## src/design/ple_pkg.sv

```systemverilog
// ----------------------------------------------------------------------------
// ple_pkg: shared types for the positional list engine
// Request and status codes, cell commands and sequencer states.
// ----------------------------------------------------------------------------
package ple_pkg;

   // list capacity; the index and count fields are sized for it
   localparam int DEPTH    = 16;

   localparam int DATA_W   = 32;
   localparam int POS_W    = 5;
   localparam int INDEX_W  = 4;
   localparam int COUNT_W  = 5;
   localparam int STATUS_W = 2;
   localparam int REQ_W    = 2;

   typedef enum logic [REQ_W-1:0] {
      REQ_PUSH_HEAD = 2'd0,
      REQ_PUSH_TAIL = 2'd1,
      REQ_DELETE    = 2'd2,
      REQ_READ      = 2'd3
   } req_code_type;

   typedef enum logic [STATUS_W-1:0] {
      STAT_OK     = 2'd0,
      STAT_EMPTY  = 2'd1,
      STAT_BOUNDS = 2'd2,
      STAT_FULL   = 2'd3
   } status_type;

   // what every cell in the row does this cycle
   typedef enum logic [2:0] {
      CELL_HOLD,
      CELL_PUSH_HEAD,
      CELL_PUSH_TAIL,
      CELL_DELETE,
      CELL_ROTATE
   } cell_cmd_type;

   typedef enum logic {
      FSM_IDLE,
      FSM_READ
   } fsm_type;

endpackage

```

## src/design/ple_cell.sv

```systemverilog
// ----------------------------------------------------------------------------
// ple_cell: one list slot
// Holds one entry; takes a neighbor's value when the row shifts, the request
// value on a tail push into it, or the head entry when it wraps on rotate.
module ple_cell #(
   parameter int IDX = 0,
   parameter int CW  = 5
) (
   input  logic                              clock,
   input  ple_pkg::cell_cmd_type             cmd,
   input  logic [CW-1:0]                     cnt,
   input  logic [CW-1:0]                     del_from,
   input  logic signed [ple_pkg::DATA_W-1:0] in_value,
   input  logic signed [ple_pkg::DATA_W-1:0] prev_data,
   input  logic signed [ple_pkg::DATA_W-1:0] next_data,
   input  logic signed [ple_pkg::DATA_W-1:0] head_data,
   output logic signed [ple_pkg::DATA_W-1:0] data
);
   import ple_pkg::*;

   localparam logic [CW-1:0] MY_IDX  = CW'(IDX);
   localparam logic [CW-1:0] MY_NEXT = CW'(IDX + 1);

   logic signed [DATA_W-1:0] data_ff;
   logic signed [DATA_W-1:0] data_in;

   // slot update for the current command
   always_comb begin
      data_in = data_ff;
      case (cmd)
         CELL_PUSH_HEAD: data_in = prev_data;
         CELL_PUSH_TAIL: begin
            if (MY_IDX == cnt) data_in = in_value;
         end
         CELL_DELETE: begin
            if (MY_IDX >= del_from) data_in = next_data;
         end
         CELL_ROTATE: begin
            // rotate only the occupied part; the head entry wraps into the last occupied slot
            if (MY_NEXT == cnt) data_in = head_data;
            else if (MY_NEXT < cnt) data_in = next_data;
         end
         default: data_in = data_ff;
      endcase
   end

   always_ff @(posedge clock) begin
      data_ff <= data_in;
   end

   assign data = data_ff;

endmodule

```

## src/design/positional_list_engine.sv

```systemverilog
// ----------------------------------------------------------------------------
// positional_list_engine: ordered list of signed 32-bit values
// A row of DEPTH cells holds the entries in order; inserts and deletes shift
// the row in one cycle, read out rotates it past cell 0 one entry a cycle.
//
//   channel | direction | ports
//   --------+-----------+-------------------------------------------------
//   req     | in        | req_valid, req_stall, req_type/value/position
//   rsp     | out       | rsp_valid, rsp_stall, rsp_status/value_res/index/count/last
//
// Inserts, deletes and failed requests: one cycle, one result.
// Read out of n entries: n+1 cycles, one result per cycle after the transfer;
// the rotation through cell 0 sets that pace. A new request is taken once
// the last result is loaded in the output register.
// Reset clears the entry count and the sequencer; cell contents are not reset.
// A stalled result holds in the output register and stops the read rotation.
// ----------------------------------------------------------------------------
module positional_list_engine (
   input  logic                                clock,
   input  logic                                reset,
   input  logic                                req_valid,
   output logic                                req_stall,
   input  logic [ple_pkg::REQ_W-1:0]           req_type,
   input  logic signed [ple_pkg::DATA_W-1:0]   req_value,
   input  logic [ple_pkg::POS_W-1:0]           req_position,
   output logic                                rsp_valid,
   input  logic                                rsp_stall,
   output logic [ple_pkg::STATUS_W-1:0]        rsp_status,
   output logic signed [ple_pkg::DATA_W-1:0]   rsp_value_res,
   output logic [ple_pkg::INDEX_W-1:0]         rsp_index,
   output logic [ple_pkg::COUNT_W-1:0]         rsp_count,
   output logic                                rsp_last
);
   import ple_pkg::*;

   localparam int CW = $clog2(DEPTH + 1);
   localparam logic [CW-1:0] FULL_CNT = CW'(DEPTH);
   localparam logic [CW-1:0] ONE      = CW'(1);

   fsm_type                  state_ff, state_in;
   logic [CW-1:0]            count_ff, count_in;
   logic [CW-1:0]            rd_idx_ff, rd_idx_in;
   logic                     rsp_valid_ff, rsp_valid_in;
   status_type               rsp_status_ff, rsp_status_in;
   logic signed [DATA_W-1:0] rsp_value_ff, rsp_value_in;
   logic [INDEX_W-1:0]       rsp_index_ff, rsp_index_in;
   logic [COUNT_W-1:0]       rsp_count_ff, rsp_count_in;
   logic                     rsp_last_ff, rsp_last_in;

   logic                     out_free, accept, rsp_load;
   logic                     is_full, is_empty, pos_bad, read_last;
   logic [CW-1:0]            del_from;
   cell_cmd_type             cell_cmd;
   logic signed [DATA_W-1:0] cell_q [DEPTH];
   req_code_type             req_code;

   // handshake
   assign out_free  = !rsp_valid_ff || !rsp_stall;
   assign req_stall = (state_ff != FSM_IDLE) || !out_free;
   assign accept    = req_valid && !req_stall;
   assign req_code  = req_code_type'(req_type);

   // request checks
   assign is_full   = (count_ff == FULL_CNT);
   assign is_empty  = (count_ff == '0);
   assign pos_bad   = (req_position == '0) ||
                      ({27'd0, req_position} > 32'(count_ff));
   assign del_from  = CW'(req_position - 5'd1);
   assign read_last = ((rd_idx_ff + ONE) == count_ff);

   // next state
   always_comb begin
      state_in = state_ff;
      case (state_ff)
         FSM_IDLE: begin
            if (accept && req_code == REQ_READ && !is_empty) state_in = FSM_READ;
         end
         FSM_READ: begin
            if (out_free && read_last) state_in = FSM_IDLE;
         end
         default: state_in = FSM_IDLE;
      endcase
   end

   // outputs: cell command, count update, result load
   always_comb begin
      cell_cmd      = CELL_HOLD;
      count_in      = count_ff;
      rd_idx_in     = rd_idx_ff;
      rsp_load      = 1'b0;
      rsp_status_in = STAT_OK;
      rsp_value_in  = '0;
      rsp_index_in  = '0;
      rsp_last_in   = 1'b1;
      case (state_ff)
         FSM_IDLE: begin
            if (accept) begin
               rsp_load = 1'b1;
               case (req_code)
                  REQ_PUSH_HEAD, REQ_PUSH_TAIL: begin
                     if (is_full) begin
                        rsp_status_in = STAT_FULL;
                     end else begin
                        cell_cmd = (req_code == REQ_PUSH_HEAD) ? CELL_PUSH_HEAD
                                                               : CELL_PUSH_TAIL;
                        count_in = count_ff + ONE;
                     end
                  end
                  REQ_DELETE: begin
                     if (is_empty) begin
                        rsp_status_in = STAT_EMPTY;
                     end else if (pos_bad) begin
                        rsp_status_in = STAT_BOUNDS;
                     end else begin
                        cell_cmd = CELL_DELETE;
                        count_in = count_ff - ONE;
                     end
                  end
                  REQ_READ: begin
                     rd_idx_in = '0;
                     if (is_empty) rsp_status_in = STAT_EMPTY;
                     else rsp_load = 1'b0;
                  end
                  default: rsp_load = 1'b1;
               endcase
            end
         end
         FSM_READ: begin
            if (out_free) begin
               rsp_load     = 1'b1;
               cell_cmd     = CELL_ROTATE;
               rsp_value_in = cell_q[0];
               rsp_index_in = INDEX_W'(rd_idx_ff);
               rsp_last_in  = read_last;
               rd_idx_in    = rd_idx_ff + ONE;
            end
         end
         default: cell_cmd = CELL_HOLD;
      endcase
      rsp_count_in = COUNT_W'(count_in);
      rsp_valid_in = rsp_load || (rsp_valid_ff && rsp_stall);
   end

   // control registers
   always_ff @(posedge clock) begin
      if (reset) begin
         state_ff     <= FSM_IDLE;
         count_ff     <= '0;
         rd_idx_ff    <= '0;
         rsp_valid_ff <= 1'b0;
      end else begin
         state_ff     <= state_in;
         count_ff     <= count_in;
         rd_idx_ff    <= rd_idx_in;
         rsp_valid_ff <= rsp_valid_in;
      end
   end

   // result payload
   always_ff @(posedge clock) begin
      if (rsp_load) begin
         rsp_status_ff <= rsp_status_in;
         rsp_value_ff  <= rsp_value_in;
         rsp_index_ff  <= rsp_index_in;
         rsp_count_ff  <= rsp_count_in;
         rsp_last_ff   <= rsp_last_in;
      end
   end

   assign rsp_valid     = rsp_valid_ff;
   assign rsp_status    = rsp_status_ff;
   assign rsp_value_res = rsp_value_ff;
   assign rsp_index     = rsp_index_ff;
   assign rsp_count     = rsp_count_ff;
   assign rsp_last      = rsp_last_ff;

   // row of cells, neighbors wired both ways
   for (genvar i = 0; i < DEPTH; i++) begin : g_cell
      logic signed [DATA_W-1:0] prev_d, next_d;
      if (i == 0) begin : g_first
         assign prev_d = req_value;
      end else begin : g_mid
         assign prev_d = cell_q[i-1];
      end
      if (i == DEPTH - 1) begin : g_end
         assign next_d = cell_q[i];
      end else begin : g_inner
         assign next_d = cell_q[i+1];
      end
      ple_cell #(
         .IDX (i),
         .CW  (CW)
      ) u_cell (
         .clock     (clock),
         .cmd       (cell_cmd),
         .cnt       (count_ff),
         .del_from  (del_from),
         .in_value  (req_value),
         .prev_data (prev_d),
         .next_data (next_d),
         .head_data (cell_q[0]),
         .data      (cell_q[i])
      );
   end

   // checks
   a_count_bound: assert property (@(posedge clock) disable iff (reset)
      count_ff <= FULL_CNT)
      else $error("entry count above depth");

   a_read_idx: assert property (@(posedge clock) disable iff (reset)
      (state_ff == FSM_READ) |-> (rd_idx_ff < count_ff))
      else $error("read index past entry count");

   a_count_quiet: assert property (@(posedge clock) disable iff (reset)
      !accept |=> $stable(count_ff))
      else $error("entry count changed without a request transfer");

   a_nonlast_in_read: assert property (@(posedge clock) disable iff (reset)
      (rsp_valid_ff && !rsp_last_ff) |-> (state_ff == FSM_READ))
      else $error("non-final result outside read out");

   a_nonlast_ok: assert property (@(posedge clock) disable iff (reset)
      (rsp_valid_ff && !rsp_last_ff) |-> (rsp_status_ff == STAT_OK))
      else $error("non-final result with error status");

endmodule

```

## config.mk

```make
export PLATFORM = sky130hd
export DESIGN_NAME = positional_list_engine
export DESIGN_NICKNAME = d
export VERILOG_FILES = /design/src/design/ple_pkg.sv /design/src/design/ple_cell.sv /design/src/design/positional_list_engine.sv
export SDC_FILE = /design/constraint.sdc
export NUM_CORES = 2
export LEC_CHECK = 0
export BUFFER_PORTS_ARGS = -buffer_cell sky130_fd_sc_hd__clkbuf_2
export CAP_MARGIN = 30
export CORE_AREA = 2 2 339 341
export CTS_BUF_LIST = sky130_fd_sc_hd__clkbuf_16
export DETAILED_ROUTE_END_ITERATION = 12
export DIE_AREA = 0 0 341 343
export SLEW_MARGIN = 0
export SYNTH_ARGS = -nofsm -noshare
export SYNTH_HDL_FRONTEND = slang
export SYNTH_SLANG_ARGS = --single-unit
```

## constraint.sdc

```tcl
create_clock -name clock -period 10.12 [get_ports clock]
set_input_delay 0.506 -clock clock [delete_from_list [all_inputs] [get_ports clock]]
set_output_delay 0.506 -clock clock [all_outputs]
set_load 0.02 [all_outputs]
```

==> results.json <==
{
  "status": "finished clean",
  "routed_wire_length_per_instance_um": 27.42,
  "synthDominantAreaCellType": "sky130_fd_sc_hd__edfxtp_1",
  "clkSinkCount": 568,
  "drv_slew": 0,
  "cpMaxStageDelayCell": "sky130_fd_sc_hd__buf_4",
  "core.rowCount": 124,
  "dieHeight_um": 343,
  "pwr_per_cell_area_mw_per_mm2": 163.8,
  "final_layout_size_suffix_gt1_share_pct": 15.43,
  "power_switching_share_pct": 26.78,
  "grt_use_total_pct": 19.14,
  "setup_ws_ns": 4.376,
  "route.layer.met1.wl_mm": 49.00,
  "crit_chain": "clkinv_1, ha_1, and4_4, a211oi_1, a211oi_4, nand3_4, buf_4, nor2_1, nor4_2, buf_4",
  "grt_first_pass_wirelength_mm": 169.6,
  "slew_headroom_pct": 18.35,
  "grt_setup_unrepaired": "no",
  "clk_pin_slew_worst_paths_ns": 0.06,
  "worst_tran_pin_value_ns": 1.225,
  "vdd_drop_max_v": 0.0001139,
  "drtIter0Drc": 3476,
  "synth_cells": 2835,
  "synth_cell_types": 64,
  "globalplace.congestion": 0.7931,
  "ys_top_cells_by_area": "sky130_fd_sc_hd__edfxtp_1 50%, sky130_fd_sc_hd__mux2i_1 14%, sky130_fd_sc_hd__a221o_1 11%, sky130_fd_sc_hd__o21ai_0 5.7%, sky130_fd_sc_hd__mux2_2 4.8%",
  "route.met3.wl_mm": 9.360,
  "synth-edff-count": 556,
  "final.min_clock_period_ns": 5.744,
  "gr-total-overflow": 0,
  "pre_cts_slack_ns": 4.533,
  "synth_nets": 2893,
  "clockPowerShare_pct": 38.8,
  "critical_path.top_delay_family": "buffers and inverters",
  "cts_tree": "done",
  "finalSetupTns_ns": 0,
  "route.final.wire_length_mm": 117.0,
  "via_count": 26017,
  "numCtsBuffers": 66,
  "cts_setup_buffers": 0,
  "ctsResizeCount": 0,
  "htree_num_levels": 3,
  "placeableCoreArea_mm2": 0.1134,
  "synth-seq-area-share_pct": 50.30,
  "critPathMaxStageDelay_ns": 0.91,
  "dr.pass1.iters": 6,
  "hp-class": "in2reg",
  "route.detailed.drc": 0,
  "floorplan.initialDensity_pct": 29.69,
  "vias_per_cell": 6.094,
  "timing.critical_path.to_type": "flop",
  "critical_path.max_fanout": 70,
  "fillers": 11131,
  "io_pins": 89,
  "yosysTopAreaCellShare_pct": 49.59,
  "nNetsFinal": 2762,
  "placed_area_mm2": 0.03528,
  "clock_network_latency_to_the_later_pin_of_the_worst_skew_pair_ns": 0.62,
  "cpMostUsedCell": "sky130_fd_sc_hd__buf_4",
  "netlist_area_mm2": 0.03367,
  "detailed_place_hpwl_mm": 58.78,
  "hold_viol": 0,
  "synth.most_common_cell": "sky130_fd_sc_hd__edfxtp_1",
  "synthesis.yosys.warnings": 0,
  "root_buffer": "sky130_fd_sc_hd__clkbuf_16",
  "cts_buffer_depth": 3,
  "power.sequential.fraction_pct": 49.1,
  "critPathRequiredTime_ns": 10.36,
  "port_buffers": 88,
  "power_mw": 6.115,
  "synth.ff_latch_count": 568,
  "design_area_mm2": 0.03733,
  "chipWidth_um": 341,
  "grt_antenna_before_repair": 3,
  "p_leak_nw": 13.32,
  "synthToLayoutAreaGrowth_pct": 10.87,
  "data_arrival_time_of_the_critical_path_ns": 5.98,
  "share_comb_of_total_power_pct": 12.1,
  "critPathBufInv": 3,
  "met2RoutedLength_mm": 53.96,
  "number_of_endpoints_failing_setup_at_the_final_stage": 0,
  "finalClockSkew_ns": 0.03961,
  "fp.dieArea_mm2": 0.1170,
  "cp-start-kind": "flop",
  "power.internal_mw": 4.478,
  "p_sw_mw": 1.638,
  "post-place-cells": 4148,
  "maxCapViolations": 0,
  "synthesis.area_per_instance_um2": 11.88,
  "layoutNonFillerInstCount": 4269,
  "synth_ff_type": "sky130_fd_sc_hd__edfxtp_1",
  "first_global_vias": 24526,
  "final.period_utilization_pct": 56.76,
  "ys_top_cells_by_count": "556 x sky130_fd_sc_hd__edfxtp_1, 460 x sky130_fd_sc_hd__mux2i_1, 386 x sky130_fd_sc_hd__o21ai_0, 360 x sky130_fd_sc_hd__a221o_1, 220 x sky130_fd_sc_hd__clkbuf_1",
  "max_freq_ghz": 0.1741,
  "timing.setup.critical_path_class": "reg2reg",
  "cts_hold_buffers": 0,
  "grt_max_degree": 235,
  "top_layer": "met4",
  "proportion_of_synthesized_flip_flops_having_asynchronous_set_or_reset_pct": 0,
  "final_ant_viol_nets": 0
}
power by group through the flow:
stage          Combinational, mW  Sequential [mW]  Clock [mW]
2_1_floorplan              0.522             2.99           0
3_3_place_gp               0.717             3.04           0
3_5_place_dp               0.735             3.04           0
4_1_cts                    0.737             3.00        2.40
5_1_grt                    0.793             3.02        2.49
6_report                   0.742             3.00        2.37
sequential cells by signal, indices dropped and copies added (netlist names):
| signal | cells |
|---|---|
| rsp_status | 2 |
| g_cell.u_cell.data | 512 |
| rsp_count | 5 |
| rsp_value_res | 32 |
| state_ff | 1 |
| rd_idx_ff | 5 |
| rsp_index | 4 |
| rsp_last | 1 |
| count_ff | 5 |
| rsp_valid | 1 |
per-layer routing:
metal  vias up  global-route usage, %
met5         -                      0
met4         0                  8.067
met3       257                  2.953
met2      1298                  30.39
met1     13205                  25.96
li1      11257                      -
stage by stage:
stage	hold WS, ns	util [%]
after floorplan	0.4697	-
after global placement	0.5051	31.10
after detailed placement	0.5067	31.10
after CTS	0.2017	32.91
after global routing	0.2332	32.91
final	0.2323	32.92
placed cells by master, fill, tap and decap left out, drive strengths merged, types with 3 or more instances in the layout:
cell	netlist	layout
mux2i	460	460
o21a	17	17
nand2	53	53
dfxtp	12	12
nor3	18	18
clkinv	1	30
o221ai	78	78
a21o	3	3
or3	6	6
xor2	5	5
a211oi	8	8
mux2	144	144
bufinv	0	5
o22ai	4	4
nor4b	3	3
and2	8	8
and3	38	38
buf	127	60
a21oi	141	141
ha	15	15
a2111oi	4	4
clkbuf	220	156
nor4	3	3
a221o	360	360
nor2b	4	4
edfxtp	556	556
nand3	32	32
nor2	37	37
a31oi	5	5
diode	0	3
o21ai	386	386
inv	36	52
xnor2	3	3
nand2b	8	8
o211ai	12	12
area by class of cell:
| class | instances | area (µm²) | area share (%) |
|---|---|---|---|
| antenna | 3 | 7.507 | 0.02011 |
| timing repair buffer | 148 | 925.9 | 2.480 |
| clock inverter | 50 | 346.6 | 0.9284 |
| multi-input combinational | 1883 | 15380 | 41.20 |
| sequential | 568 | 16940 | 45.37 |
| tap | 1512 | 1892 | 5.068 |
| clock buffer | 68 | 1702 | 4.558 |
| inverter | 37 | 138.9 | 0.3720 |
final timing paths:
path | start | to | slack, ns | cells after the start
hold / removal | req_value[9] | g_cell[15].u_cell.data[9] | 0.23 | 2
setup / recovery | count_ff[2] | g_cell[1].u_cell.data[17] | 4.38 | 10
setup reg to reg | count_ff[2] | g_cell[1].u_cell.data[17] | 4.38 | 10
hold reg to reg | rd_idx_ff[4] | rd_idx_ff[4] | 0.51 | 2
worst reg2reg max path, cell delays in order (launching register included):
cell	delay, ns
sky130_fd_sc_hd__dfxtp_1	0.77
sky130_fd_sc_hd__clkinv_1	0.45
sky130_fd_sc_hd__ha_1	0.41
sky130_fd_sc_hd__and4_4	0.16
sky130_fd_sc_hd__a211oi_1	0.50
sky130_fd_sc_hd__a211oi_4	0.14
sky130_fd_sc_hd__nand3_4	0.60
sky130_fd_sc_hd__buf_4	0.94
sky130_fd_sc_hd__nor2_1	0.37
sky130_fd_sc_hd__nor4_2	0.31
sky130_fd_sc_hd__buf_4	0.66
logic make-up after synthesis:
group / Yosys count / share of synthesized area (%)
flip-flops: 568 / 50.30
AO/OA/AOI/OAI: 1036 / 22.24
AND/OR/NAND/NOR: 220 / 3.355
buffers and inverters: 384 / 4.853
multiplexers: 604 / 18.49
XOR/XNOR: 8 / 0.2081
adder cells (fa/ha/maj): 15 / 0.5574
Note: power is estimated with default switching activity, not from simulation.
